--- src/design/bounded_queue_running_mean_core_defines.svh ---
// Assertion macros shared by the queue core.
// Define ASSERT_OFF to compile all assertions away.
`ifndef BOUNDED_QUEUE_RUNNING_MEAN_CORE_DEFINES_SVH
`define BOUNDED_QUEUE_RUNNING_MEAN_CORE_DEFINES_SVH

`ifndef ASSERT_OFF

// A property that must hold at every clock edge outside reset.
`define BQRM_ASSERT(lbl, ck, rstn, prop) \
	lbl: assert property (@(posedge ck) disable iff (!rstn) (prop)) \
		else $error("bqrm assertion failed");

// A condition that must be followed by a consequence in the next cycle.
`define BQRM_ASSERT_NEXT(lbl, ck, rstn, ante, cons) \
	lbl: assert property (@(posedge ck) disable iff (!rstn) (ante) |=> (cons)) \
		else $error("bqrm assertion failed");

`else

`define BQRM_ASSERT(lbl, ck, rstn, prop)
`define BQRM_ASSERT_NEXT(lbl, ck, rstn, ante, cons)

`endif

`endif

--- src/design/bqrm_pkg.sv ---
package bqrm_pkg;

	localparam int DEFAULT_CAPACITY = 5;

	localparam int ID_W   = 10;
	localparam int RATE_W = 8;
	localparam int MEAN_W = 8;
	localparam int OCC_W  = 3;

	localparam logic ACT_INSERT = 1'b0;
	localparam logic ACT_REMOVE = 1'b1;

	typedef struct packed {
		logic [ID_W-1:0]   id;
		logic [RATE_W-1:0] rate;
	} bqrm_entry_t;

	// Per-cell control: load takes the new entry, shift takes the neighbor's.
	typedef struct packed {
		logic shift;
		logic load;
	} bqrm_cell_ctl_t;

	typedef enum logic [1:0] {
		ST_IDLE,
		ST_DIVIDE,
		ST_HOLD
	} bqrm_state_t;

endpackage

--- src/design/bounded_queue_running_mean_core.sv ---
// Channel   Direction  Handshake             Payload
// cmd       in         cmd_valid/cmd_stall   action, item_id, rate
// res       out        res_valid/res_stall   mean_rate, removed_id, removed_rate,
//                                            empty_error, occupancy
//
// An insert goes from one cmd transfer to the next through accept, the
// bit-serial divider that forms the rounded mean, the hand-over to the res
// register once it is free, and back to idle.
// A remove, or a remove on an empty queue, skips the divider.
// arst_n clears the count, the sum, the control state and the res valid flag;
// the entry cells hold no reset value and are only read once written.
// A stall on res holds the finished result in the res register; the next cmd
// transfer is still taken, and its result waits until the register drains.
`include "bounded_queue_running_mean_core_defines.svh"

module bounded_queue_running_mean_core #(
	parameter int CAPACITY = bqrm_pkg::DEFAULT_CAPACITY
) (
	input  logic                        clk,
	input  logic                        arst_n,

	input  logic                        cmd_valid,
	output logic                        cmd_stall,
	input  logic                        action,
	input  logic [bqrm_pkg::ID_W-1:0]   item_id,
	input  logic [bqrm_pkg::RATE_W-1:0] rate,

	output logic                        res_valid,
	input  logic                        res_stall,
	output logic [bqrm_pkg::MEAN_W-1:0] mean_rate,
	output logic [bqrm_pkg::ID_W-1:0]   removed_id,
	output logic [bqrm_pkg::RATE_W-1:0] removed_rate,
	output logic                        empty_error,
	output logic [bqrm_pkg::OCC_W-1:0]  occupancy
);
	import bqrm_pkg::*;

	localparam int CNT_W  = $clog2(CAPACITY + 1);
	localparam int SUM_W  = CNT_W + RATE_W;
	localparam int DIVD_W = SUM_W + 1;

	bqrm_state_t state_q, state_d;

	logic [CNT_W-1:0] count_q, count_d;
	logic [SUM_W-1:0] sum_q, sum_d;

	logic accept;
	logic is_full;
	logic is_empty;
	logic do_insert;
	logic do_remove;
	logic do_error;
	logic out_load;

	// The queue is a row of cells with the oldest entry in cell zero.
	// A remove, or an insert into a full queue, moves every entry one cell
	// toward the head; an insert writes the new entry at the tail.
	bqrm_entry_t    new_entry;
	bqrm_entry_t    head;
	bqrm_entry_t    cell_entry [CAPACITY];
	bqrm_entry_t    cell_next  [CAPACITY];
	bqrm_cell_ctl_t cell_ctl   [CAPACITY];

	logic [DIVD_W-1:0] div_dividend;
	logic [CNT_W:0]    div_divisor;
	logic              div_done;
	logic [MEAN_W-1:0] div_quotient;

	// Result being assembled while the divider runs.
	logic [MEAN_W-1:0] pend_mean_q;
	logic [ID_W-1:0]   pend_id_q;
	logic [RATE_W-1:0] pend_rate_q;
	logic              pend_err_q;
	logic [OCC_W-1:0]  pend_occ_q;

	// Output register that parts the two channels.
	logic              res_valid_q;
	logic [MEAN_W-1:0] mean_q;
	logic [ID_W-1:0]   removed_id_q;
	logic [RATE_W-1:0] removed_rate_q;
	logic              empty_error_q;
	logic [OCC_W-1:0]  occ_q;

	assign accept    = cmd_valid && !cmd_stall;
	assign is_full   = count_q == CNT_W'(CAPACITY);
	assign is_empty  = count_q == '0;
	assign do_insert = accept && (action == ACT_INSERT);
	assign do_remove = accept && (action == ACT_REMOVE) && !is_empty;
	assign do_error  = accept && (action == ACT_REMOVE) && is_empty;

	assign new_entry = '{id: item_id, rate: rate};
	assign head      = cell_entry[0];

	for (genvar i = 0; i < CAPACITY; i++) begin : g_cell
		if (i == CAPACITY - 1) begin : g_tail
			assign cell_next[i] = new_entry;
		end else begin : g_body
			assign cell_next[i] = cell_entry[i+1];
		end

		assign cell_ctl[i].shift = do_remove || (do_insert && is_full);
		assign cell_ctl[i].load  = do_insert &&
			(is_full ? (i == CAPACITY - 1) : (count_q == CNT_W'(i)));

		bqrm_cell u_cell (
			.clk        (clk),
			.ctl        (cell_ctl[i]),
			.new_entry  (new_entry),
			.next_entry (cell_next[i]),
			.entry      (cell_entry[i])
		);
	end

	// Running count and sum. An insert into a full queue drops the head's
	// rate from the sum while the count stays at capacity.
	always_comb begin
		count_d = count_q;
		sum_d   = sum_q;
		if (do_insert) begin
			if (is_full) begin
				sum_d = sum_q - SUM_W'(head.rate) + SUM_W'(rate);
			end else begin
				count_d = count_q + 1'b1;
				sum_d   = sum_q + SUM_W'(rate);
			end
		end else if (do_remove) begin
			count_d = count_q - 1'b1;
			sum_d   = sum_q - SUM_W'(head.rate);
		end
	end

	// Rounded-half-up mean: (2*sum + count) / (2*count).
	assign div_dividend = {sum_d, 1'b0} + DIVD_W'(count_d);
	assign div_divisor  = {count_d, 1'b0};

	bqrm_div #(
		.CAPACITY (CAPACITY)
	) u_div (
		.clk      (clk),
		.arst_n   (arst_n),
		.start    (do_insert),
		.dividend (div_dividend),
		.divisor  (div_divisor),
		.done     (div_done),
		.quotient (div_quotient)
	);

	// Next state.
	always_comb begin
		state_d = state_q;
		case (state_q)
			ST_IDLE: begin
				if (accept) begin
					state_d = (action == ACT_INSERT) ? ST_DIVIDE : ST_HOLD;
				end
			end
			ST_DIVIDE: begin
				if (div_done) begin
					state_d = ST_HOLD;
				end
			end
			ST_HOLD: begin
				if (out_load) begin
					state_d = ST_IDLE;
				end
			end
			default: begin
				state_d = ST_IDLE;
			end
		endcase
	end

	// Control outputs of the sequencer.
	always_comb begin
		cmd_stall = state_q != ST_IDLE;
		out_load  = (state_q == ST_HOLD) && (!res_valid_q || !res_stall);
	end

	always_ff @(posedge clk or negedge arst_n) begin
		if (!arst_n) begin
			state_q     <= ST_IDLE;
			count_q     <= '0;
			sum_q       <= '0;
			res_valid_q <= 1'b0;
		end else begin
			state_q <= state_d;
			count_q <= count_d;
			sum_q   <= sum_d;
			if (out_load) begin
				res_valid_q <= 1'b1;
			end else if (!res_stall) begin
				res_valid_q <= 1'b0;
			end
		end
	end

	// Pending result fields. A remove reports the head as it was before the
	// transfer; the mean arrives later from the divider on an insert.
	always_ff @(posedge clk) begin
		if (accept) begin
			pend_mean_q <= '0;
			pend_id_q   <= do_remove ? head.id : '0;
			pend_rate_q <= do_remove ? head.rate : '0;
			pend_err_q  <= do_error;
			pend_occ_q  <= OCC_W'(count_d);
		end else if (div_done) begin
			pend_mean_q <= div_quotient;
		end
	end

	always_ff @(posedge clk) begin
		if (out_load) begin
			mean_q         <= pend_mean_q;
			removed_id_q   <= pend_id_q;
			removed_rate_q <= pend_rate_q;
			empty_error_q  <= pend_err_q;
			occ_q          <= pend_occ_q;
		end
	end

	assign res_valid    = res_valid_q;
	assign mean_rate    = mean_q;
	assign removed_id   = removed_id_q;
	assign removed_rate = removed_rate_q;
	assign empty_error  = empty_error_q;
	assign occupancy    = occ_q;

	// The count never passes capacity, and an empty queue carries no sum.
	`BQRM_ASSERT(a_count_bound, clk, arst_n, count_q <= CNT_W'(CAPACITY))
	`BQRM_ASSERT(a_empty_sum, clk, arst_n, (count_q != '0) || (sum_q == '0))
	// The divider only finishes while the sequencer waits for it.
	`BQRM_ASSERT(a_done_in_divide, clk, arst_n, !div_done || (state_q == ST_DIVIDE))
	`BQRM_ASSERT_NEXT(a_load_shows, clk, arst_n, out_load, res_valid_q)
	// A remove on an empty queue reports nothing but the flag.
	`BQRM_ASSERT(a_error_clean, clk, arst_n, !(res_valid_q && empty_error_q) ||
		((mean_q == '0) && (removed_id_q == '0) && (occ_q == '0)))

endmodule

--- src/design/bqrm_cell.sv ---
module bqrm_cell (
	input  logic                   clk,
	input  bqrm_pkg::bqrm_cell_ctl_t ctl,
	input  bqrm_pkg::bqrm_entry_t  new_entry,
	input  bqrm_pkg::bqrm_entry_t  next_entry,
	output bqrm_pkg::bqrm_entry_t  entry
);
	import bqrm_pkg::*;

	bqrm_entry_t entry_q;

	// A load wins over a shift: the tail cell of a full queue does both.
	always_ff @(posedge clk) begin
		if (ctl.load) begin
			entry_q <= new_entry;
		end else if (ctl.shift) begin
			entry_q <= next_entry;
		end
	end

	assign entry = entry_q;

endmodule

--- src/design/bqrm_div.sv ---
module bqrm_div #(
	parameter  int CAPACITY = bqrm_pkg::DEFAULT_CAPACITY,
	localparam int CNT_W    = $clog2(CAPACITY + 1),
	localparam int DIVD_W   = CNT_W + bqrm_pkg::RATE_W + 1
) (
	input  logic                        clk,
	input  logic                        arst_n,
	input  logic                        start,
	input  logic [DIVD_W-1:0]           dividend,
	input  logic [CNT_W:0]              divisor,
	output logic                        done,
	output logic [bqrm_pkg::MEAN_W-1:0] quotient
);
	import bqrm_pkg::*;

	localparam int STEP_W = (MEAN_W > 1) ? $clog2(MEAN_W) : 1;

	logic              busy_q;
	logic              done_q;
	logic [STEP_W-1:0] step_q;
	logic [DIVD_W-1:0] rem_q;
	logic [DIVD_W-1:0] dsh_q;
	logic [MEAN_W-1:0] quo_q;
	logic              fits;

	// The quotient is known to fit in MEAN_W bits, so the divisor starts
	// shifted by MEAN_W-1 and one quotient bit is resolved per cycle.
	assign fits = rem_q >= dsh_q;

	always_ff @(posedge clk or negedge arst_n) begin
		if (!arst_n) begin
			busy_q <= 1'b0;
			done_q <= 1'b0;
			step_q <= '0;
			rem_q  <= '0;
			dsh_q  <= '0;
			quo_q  <= '0;
		end else begin
			done_q <= 1'b0;
			if (start) begin
				rem_q  <= dividend;
				dsh_q  <= DIVD_W'(divisor) << (MEAN_W - 1);
				quo_q  <= '0;
				step_q <= STEP_W'(MEAN_W - 1);
				busy_q <= 1'b1;
			end else if (busy_q) begin
				if (fits) begin
					rem_q <= rem_q - dsh_q;
				end
				quo_q <= {quo_q[MEAN_W-2:0], fits};
				dsh_q <= dsh_q >> 1;
				if (step_q == '0) begin
					busy_q <= 1'b0;
					done_q <= 1'b1;
				end else begin
					step_q <= step_q - 1'b1;
				end
			end
		end
	end

	assign done     = done_q;
	assign quotient = quo_q;

endmodule

--- config.mk ---
export PLATFORM = sky130hd
export DESIGN_NAME = bounded_queue_running_mean_core
export DESIGN_NICKNAME = d
export VERILOG_FILES = /design/src/design/bqrm_pkg.sv /design/src/design/bounded_queue_running_mean_core.sv /design/src/design/bqrm_cell.sv /design/src/design/bqrm_div.sv
export VERILOG_INCLUDE_DIRS = /design/src /design/src/design
export SDC_FILE = /design/constraint.sdc
export NUM_CORES = 1
export LEC_CHECK = 0
export BUFFER_PORTS_ARGS = -buffer_cell sky130_fd_sc_hd__buf_2
export CAP_MARGIN = 20
export CELL_PAD_IN_SITES_DETAIL_PLACEMENT = 1
export CELL_PAD_IN_SITES_GLOBAL_PLACEMENT = 1
export CORE_UTILIZATION = 29
export CTS_CLUSTER_SIZE = 30
export DETAILED_ROUTE_END_ITERATION = 10
export GPL_TIMING_DRIVEN = 0
export PLACE_DENSITY = 0.48
export SYNTH_ARGS = -nofsm -noshare
export SYNTH_HDL_FRONTEND = slang
export SYNTH_SLANG_ARGS = --single-unit
--- constraint.sdc ---
create_clock -name clk -period 5.7 [get_ports clk]
set_input_delay 0.285 -clock clk [delete_from_list [all_inputs] [get_ports clk]]
set_output_delay 0.285 -clock clk [all_outputs]
set_load 0.1 [all_outputs]
==> results.py, run 1 <==
metrics = {
    "cts": {
        "cts-resized-gates": 0,
        "htree_levels": 1,
        "clock_latency_ns": 0.51,
        "cts_sinks": 203,
        "cts-buffers-inserted": 24,
        "cts_tree": "built",
        "clock_path_buffers": 3,
        "path_clk_slew_ns": 0.06,
        "cts_root_buf": "clkbuf_16",
    },
    "global_route": {
        "antenna_found_initial": 0,
        "gr-usage-all-layers_pct": 14.6,
        "grt_pass1_wl_microns": 37900,
        "grt_max_degree": 38,
        "grt_overflow": 0,
        "grt_pass1_vias": 6523,
    },
    "timing": {
        "slew_headroom_pct": 43.7,
        "setup_tns_ns": 0,
        "period_share_pct": 83.2,
        "hold_violations": 0,
        "max_freq_mhz": 211,
        "drv_slew": 0,
        "finalSetupViolations": 0,
        "period_minus_slack_ns": 4.74,
        "rsz0062_at_grt": "no",
        "tightest_slew_ns": 0.844,
        "fin_worst_skew_ns": 0.00666,
    },
    "place": {
        "placedCellCount": 1235,
        "dpl.hpwl_microns": 17400,
        "gp_congestion": 0.788,
        "io_buffers": 54,
        "placed_area_sq_um": 10500,
    },
    "pwr": {
        "switching_share_pct": 38.9,
        "leakage_nw": 4.41,
        "clkPwrFrac_pct": 22.7,
        "p_sw_mw": 2.60,
        "irDropWorstVdd_mv": 0.232,
        "power.internal_mw": 4.08,
        "comb_power_share_pct": 43.3,
        "p_total_mw": 6.68,
        "powerDensity_nw_per_um2": 586,
        "p_seq_share_pct": 34.1,
    },
    "critical_path": {
        "path_buf_inv": 3,
        "endpoint_kind": "register",
        "critPathKind": "register to register",
        "worst_path_max_delay_cell": "buf_1",
        "crit_family": "compound AO/OA/AOI/OAI gates",
        "crit_path_start_kind": "register",
        "ff2ff_setup_slack_ns": 0.96,
        "crit_required_ns": 6.09,
        "cp_max_fo": 10,
        "crit_top_cell": "ha_1",
        "worstPathCellList": "inv_1, ha_1, buf_2, nand2_2, buf_1, o21ai_0, ha_1, a21oi_1, o2111ai_1, a2111oi_0, nor2_1, and2_1, o311a_1, xnor2_1, nand3_1, xor2_1, o21ai_1",
        "critPathArrivalTime_ns": 5.13,
        "slowest_delay_ns": 0.49,
    },
    "synthesis": {
        "ys_seq_area_share_pct": 60.0,
        "ys_types": 59,
        "yosys_warnings": 0,
        "syn_nets": 798,
        "synth_top_area_share_pct": 44.5,
        "synth_edf_count": 142,
        "netlist_area_sq_um": 9580,
        "synthArstFlopShare_pct": 26.1,
        "synth_flop_cell": "edfxtp_1",
        "syn-instance-count": 734,
        "synth_area_per_cell_sq_um": 13.1,
        "yosysTopAreaCell": "edfxtp_1",
        "synthTopCellsByArea": "edfxtp_1 (45%), dfrtp_1 (14%), mux2_2 (9.2%), ha_1 (4.8%), mux2i_1 (2.6%)",
        "ys_ff_latch": 203,
    },
    "layout": {
        "multi_input_area_sq_um": 3580,
        "diodes": 0,
        "fin_area_sq_um": 11400,
        "fin_cells": 1286,
        "layout-drive-gt1-share_pct": 23.1,
        "syn2layout_area_growth_pct": 19.1,
        "nNetsFinal": 890,
        "regArea_sq_um": 5750,
        "n_fill_cell": 3558,
        "final_util_pct": 35.1,
    },
    "detailed_routing": {
        "drc": 0,
        "wl_per_cell_microns": 18.4,
        "via_count": 5983,
        "via_per_inst": 4.65,
        "first_pass_iters": 4,
        "routed_wirelength_microns": 23700,
        "dr.first_iter.drc_count": 278,
        "ant_nets": 0,
    },
    "floorplan": {
        "die-area_sq_um": 33800,
        "start_util_pct": 29.4,
        "core_area_sq_um": 32500,
        "die_h_microns": 184,
        "io_pins": 55,
        "die_w_microns": 184,
        "row_count": 66,
    },
    "worst_hold_path": {
        "min_path_type": "input port to register",
    },
    "status": {
        "status": "finished, final reports clean",
    },
    "job": {
        "max_cap_viol_count": 0,
    },
}
[registers in the layout, summed over array words and instances, names as in the netlist, 2 cells and up]
signal               cells
occupancy                3
u_div.quotient           8
removed_rate             8
pend_mean_q              8
removed_id              10
state_q                  2
pend_id_q               10
pend_occ_q               3
count_q                  3
u_div.step_q             3
g_cell.u_cell.entry     90
pend_rate_q              8
u_div.rem_q             12
sum_q                   11
mean_rate                8
u_div.dsh_q             11
[what timing repair did]
| item | in CTS | in global routing |
|---|---|---|
| hold buffers | 5 | 0 |
| hold endpoints to repair | 20 | 0 |
| setup buffers | 0 | 0 |
[logic make-up (layout without fill, tap and decap cells)]
| kind of cell | Yosys count | count (layout) | synth area share, % |
|---|---|---|---|
| simple gates | 169 | 169 | 8.42 |
| mux | 103 | 103 | 11.8 |
| fa+ha+maj | 41 | 41 | 5.67 |
| buf+inv | 69 | 179 | 2.80 |
| flops | 203 | 203 | 60.0 |
| xor+xnor | 37 | 37 | 3.38 |
| compound gates | 112 | 112 | 7.92 |
[synthesized netlist by cell type (4+ instances only)]
master,n
edfxtp_1,142
mux2_2,78
nor2_1,66
dfrtp_1,53
inv_1,42
ha_1,37
nand2_1,34
a21oi_1,31
mux2i_1,25
xnor2_1,24
o21ai_0,19
nand3_1,15
clkbuf_1,14
and2_1,13
xor2_1,13
nand2b_1,11
a211oi_1,9
dfxtp_1,8
buf_2,7
a31oi_1,6
buf_1,6
a21o_1,5
o21a_1,5
a2111oi_0,4
fa_1,4
nor2b_1,4
nor3_1,4
o2111ai_1,4
o221ai_1,4
or2_2,4
[metal layers]
| layer | vias to the layer above | wire length [microns] | GRT usage, % |
|---|---|---|---|
| li1 | 2872 | - | - |
| met1 | 2984 | 11100 | 19.8 |
| met2 | 88 | 11400 | 24.5 |
| met3 | 39 | 683 | 1.94 |
| met4 | 0 | 547 | 3.80 |
| met5 | - | 0 | 0 |
[through the flow]
stage               hold WS [ns]  setup WS (ns)
floorplan                -0.0106           1.73
global placement           0.406          0.956
detailed placement         0.247          0.953
CTS                     0.000319          0.918
global route              0.0146          0.483
finish                    0.0206          0.955
[cells in the final DEF (no fill, tap or decap), drive strengths merged, types with 5 or more instances in the layout]
master       instances
mux2i               25
a31oi                7
xnor2               24
buf                 74
inv                 42
mux2                78
clkbuf              45
xor2                13
clkinv               9
and2                13
dlygate4sd3          5
dfrtp               53
nand3               15
nand2b              11
o21ai               21
a21oi               31
nor2                66
dfxtp                8
nand2               35
o21a                 5
a21o                 5
ha                  37
edfxtp             142
a211oi               9
[power groups by stage]
stage / sequential [mW] / combinational [mW] / clock (mW)
after global routing: 2.32 / 3.26 / 1.62
after CTS: 2.29 / 2.93 / 1.57
after detailed placement: 2.31 / 2.90 / 0
after floorplan: 2.45 / 1.93 / 0
after global placement: 2.31 / 2.78 / 0
final: 2.28 / 2.89 / 1.51
[area by class of cell]
type | count | area share [%]
well taps | 442 | 4.85
plain buffers | 27 | 0.976
multi-input cells | 462 | 31.4
clock inverters | 13 | 0.987
repair buffers | 66 | 4.04
clock buffers | 31 | 5.96
flip-flops and latches | 203 | 50.4
inverters | 42 | 1.38
[worst paths after layout]
kind | start | end | cells after the start
max | count_q[1]$_DFF_PN0_ | u_div.rem_q[11]$_DFFE_PN0P_ | 17
min | item_id[3] | g_cell[4].u_cell.entry[11]$_DFFE_PP_ | 1
max reg2reg | count_q[1]$_DFF_PN0_ | u_div.rem_q[11]$_DFFE_PN0P_ | 17
min reg2reg | pend_id_q[5]$_SDFFCE_PN0P_ | removed_id[5]$_DFFE_PP_ | 0
max in group asynchronous | arst_n | sum_q[10]$_DFF_PN0_ | 3
min in group asynchronous | arst_n | res_valid$_DFFE_PN0P_ | 2
Power figures use the tool's default switching activity.
==> run 2, diff against run 1 <==
ABC_AREA = 1   (was not set)
PLACE_DENSITY = 0.5   (was 0.48)
clock period = 4.39 ns   (was 5.7 ns; I/O delays follow)
==> results.py, run 2 <==
metrics = {
    "status": {
        "status": "finished, final reports clean",
    },
    "critical_path": {
        "crit_path_start_kind": "register",
        "critPathKind": "register to register",
        "critPathArrivalTime_ns": 4.54,
        "slowest_delay_ns": 0.45,
        "crit_required_ns": 4.81,
        "worst_path_max_delay_cell": "fa_1",
        "cp_max_fo": 10,
        "cp-startpoint": "count_q[1]$_DFF_PN0_",
        "r2r_start": "count_q[1]$_DFF_PN0_",
        "endpoint_kind": "register",
        "worstPathCellList": "inv_1, ha_1, nand2_2, clkbuf_2, o21ai_0, ha_1, fa_1, a21oi_1, o21a_1, inv_1, ha_1, a21o_1, nand2_1, clkinv_1, o21ai_0, o21ai_0, nand2_1, nand2_1",
    },
    "detailed_routing": {
        "drc": 0,
        "via_count": 7159,
        "via_per_inst": 4.52,
        "wl_per_cell_microns": 16.7,
        "ant_nets": 0,
        "routed_wirelength_microns": 26400,
        "dr.first_iter.drc_count": 187,
        "first_pass_iters": 4,
    },
    "job": {
        "max_cap_viol_count": 0,
    },
    "cts": {
        "clock_latency_ns": 0.54,
        "htree_levels": 1,
        "path_clk_slew_ns": 0.06,
        "clock_path_buffers": 3,
        "cts_sinks": 203,
        "cts-buffers-inserted": 25,
        "cts_tree": "built",
        "cts_root_buf": "clkbuf_16",
    },
    "layout": {
        "regArea_sq_um": 5750,
        "fin_area_sq_um": 11800,
        "layout_commonest_cell": "nand2_1",
        "layout-drive-gt1-share_pct": 13.0,
        "multi_input_area_sq_um": 3460,
        "final_util_pct": 35.3,
        "final_cell_mix": "nand2_1 (244), edfxtp_1 (142), inv_1 (137)",
        "n_fill_cell": 3827,
        "diodes": 0,
        "largest_reg_flops": 90,
        "syn2layout_area_growth_pct": 19.8,
        "fin_cells": 1583,
        "nNetsFinal": 1180,
    },
    "timing": {
        "fin_worst_skew_ns": 0.0113,
        "tightest_slew_ns": 0.858,
        "hold_violations": 0,
        "drv_slew": 0,
        "rsz0062_at_grt": "no",
        "finalSetupViolations": 0,
        "period_share_pct": 93.7,
        "slew_headroom_pct": 42.6,
        "max_freq_mhz": 243,
        "period_minus_slack_ns": 4.12,
    },
    "synthesis": {
        "muxShareOfSynthArea_pct": 0.914,
        "syn_nets": 1076,
        "ys_ff_latch": 203,
        "synthAdderAreaFrac_pct": 5.51,
        "synth_top_family_by_area": "simple AND/OR/NAND/NOR gates",
        "yosys_warnings": 0,
        "ys_top_cells_by_count": "nand2_1 (245), edfxtp_1 (142), inv_1 (137)",
        "netlist_area_sq_um": 9860,
        "synthTopCellsByArea": "edfxtp_1 (43%), dfrtp_1 (13%), nand2_1 (9.3%), o21ai_0 (5.4%), inv_1 (5.2%)",
        "synth-simple-area-share_pct": 17.3,
        "synth_compound_area_share_pct": 9.89,
        "ys_types": 47,
        "yosysMostFrequentCell": "nand2_1",
        "synth_area_per_cell_sq_um": 9.74,
        "synth_top_area_share_pct": 43.3,
        "ys_seq_area_share_pct": 58.3,
        "synth_edf_count": 142,
        "syn-instance-count": 1012,
        "synthArstFlopShare_pct": 26.1,
        "yosysTopAreaCell": "edfxtp_1",
        "synth_flop_cell": "edfxtp_1",
        "synth_xor_area_share_pct": 1.24,
    },
    "global_route": {
        "grt_pass1_wl_microns": 42800,
        "antenna_found_initial": 0,
        "grt_pass1_vias": 7585,
        "grt_max_degree": 54,
        "grt_overflow": 0,
        "gr-usage-all-layers_pct": 15.7,
    },
    "floorplan": {
        "die_h_microns": 186,
        "row_count": 67,
        "die-area_sq_um": 34700,
        "start_util_pct": 29.5,
        "core_area_sq_um": 33400,
        "die_w_microns": 186,
        "io_pins": 55,
    },
    "pwr": {
        "switching_share_pct": 43.7,
        "clkPwrFrac_pct": 22.6,
        "p_sw_mw": 4.03,
        "comb_power_share_pct": 44.9,
        "leakage_nw": 5.27,
        "power.internal_mw": 5.20,
        "p_total_mw": 9.22,
        "p_seq_share_pct": 32.5,
        "irDropWorstVdd_mv": 0.475,
        "powerDensity_nw_per_um2": 781,
    },
    "place": {
        "io_buffers": 54,
        "gp_congestion": 0.765,
        "placed_area_sq_um": 10700,
        "placedCellCount": 1516,
        "dpl.hpwl_microns": 19400,
    },
    "worst_hold_path": {
        "min_path_type": "input port to register",
        "holdCritStartpoint": "action",
    },
}
## run 2: cell types whose count changed in the layout (fill, tap and decap cells not counted), moves of 9 or more
cell           before  now
a211oi_1            9    0
o22ai_1             3   17
nand3_1            15   50
xnor2_1            24    3
nand2_1            34  244
and2_1             13    0
mux2i_1            25    0
inv_1              42  137
inv_2               0   10
mux2_2             78    8
nand2b_1           11    0
dlygate4sd3_1       5   21
o21ai_0            17  106
## run 2: routing by layer
| layer | track usage (%) | routed length [microns] |
|---|---|---|
| met2 | 26.3 | 12300 |
| met3 | 2.22 | 996 |
| met1 | 21.4 | 12600 |
| met4 | 3.75 | 486 |
| met5 | 0 | 0 |
## run 2: cells by family (layout without fill, tap and decap cells)
| group | Yosys count | in the layout |
|---|---|---|
| simple gates | 393 | 393 |
| flops | 203 | 203 |
| compound gates | 178 | 178 |
| buf+inv | 175 | 298 |
| fa+ha+maj | 41 | 41 |
| xor+xnor | 14 | 14 |
| mux | 8 | 8 |
## run 2: area by class of cell
class	instances	area share, %
inverter	151	4.84
clock inverter	14	1.02
multi-input combinational	634	29.3
buffer	24	0.858
timing repair buffer	77	4.39
tap	448	4.75
clock buffer	32	6.15
sequential	203	48.7
## run 2: what timing repair did
item                                   in CTS  in global routing
setup endpoints to repair                   0                  8
resized for setup                           0                  4
hold buffers                               21                  0
endpoints found under the hold margin      73                  0
buffers inserted                            0                  0
## run 2: critical path: cells and delay by family (launching register included)
kind / cells / cell delay, ns
adder cells (fa/ha/maj): 4 / 1.22
AO/OA/AOI/OAI: 6 / 1.38
buffers and inverters: 4 / 0.60
AND/OR/NAND/NOR: 4 / 0.39
flip-flops: 1 / 0.40
## run 2: power by group through the flow
stage | clock network, mW | registers [mW] | logic, mW
6_report | 2.09 | 2.99 | 4.14
4_1_cts | 2.16 | 3.00 | 4.21
5_1_grt | 2.23 | 3.05 | 4.70
2_1_floorplan | 0 | 3.52 | 2.57
3_3_place_gp | 0 | 3.03 | 4.09
3_5_place_dp | 0 | 3.03 | 4.17
## run 2: path summary, 6_finish.rpt
kind                       slack, ns  depth (start not counted)                    endpoint
setup / recovery                0.27                         18  u_div.rem_q[4]$_DFFE_PN0P_
hold / removal                  0.15                          3      state_q[1]$_DFFE_PN0P_
setup reg to reg                0.27                         18  u_div.rem_q[4]$_DFFE_PN0P_
hold reg to reg                 0.42                          0      occupancy[2]$_DFFE_PP_
max in group asynchronous       3.58                          2        count_q[2]$_DFF_PN0_
min in group asynchronous       0.31                          2  u_div.dsh_q[6]$_DFFE_PN0P_
## run 2: stage by stage
| step | hold slack [ns] | worst slack (ns) | setup TNS [ns] |
|---|---|---|---|
| floorplan | -0.0761 | 1.09 | 0 |
| global placement | 0.401 | -0.0851 | -1.48 |
| detailed placement | 0.356 | 0.0973 | 0 |
| CTS | 0.118 | 0.0600 | 0 |
| global route | 0.168 | 0.0283 | 0 |
| finish | 0.150 | 0.274 | 0 |
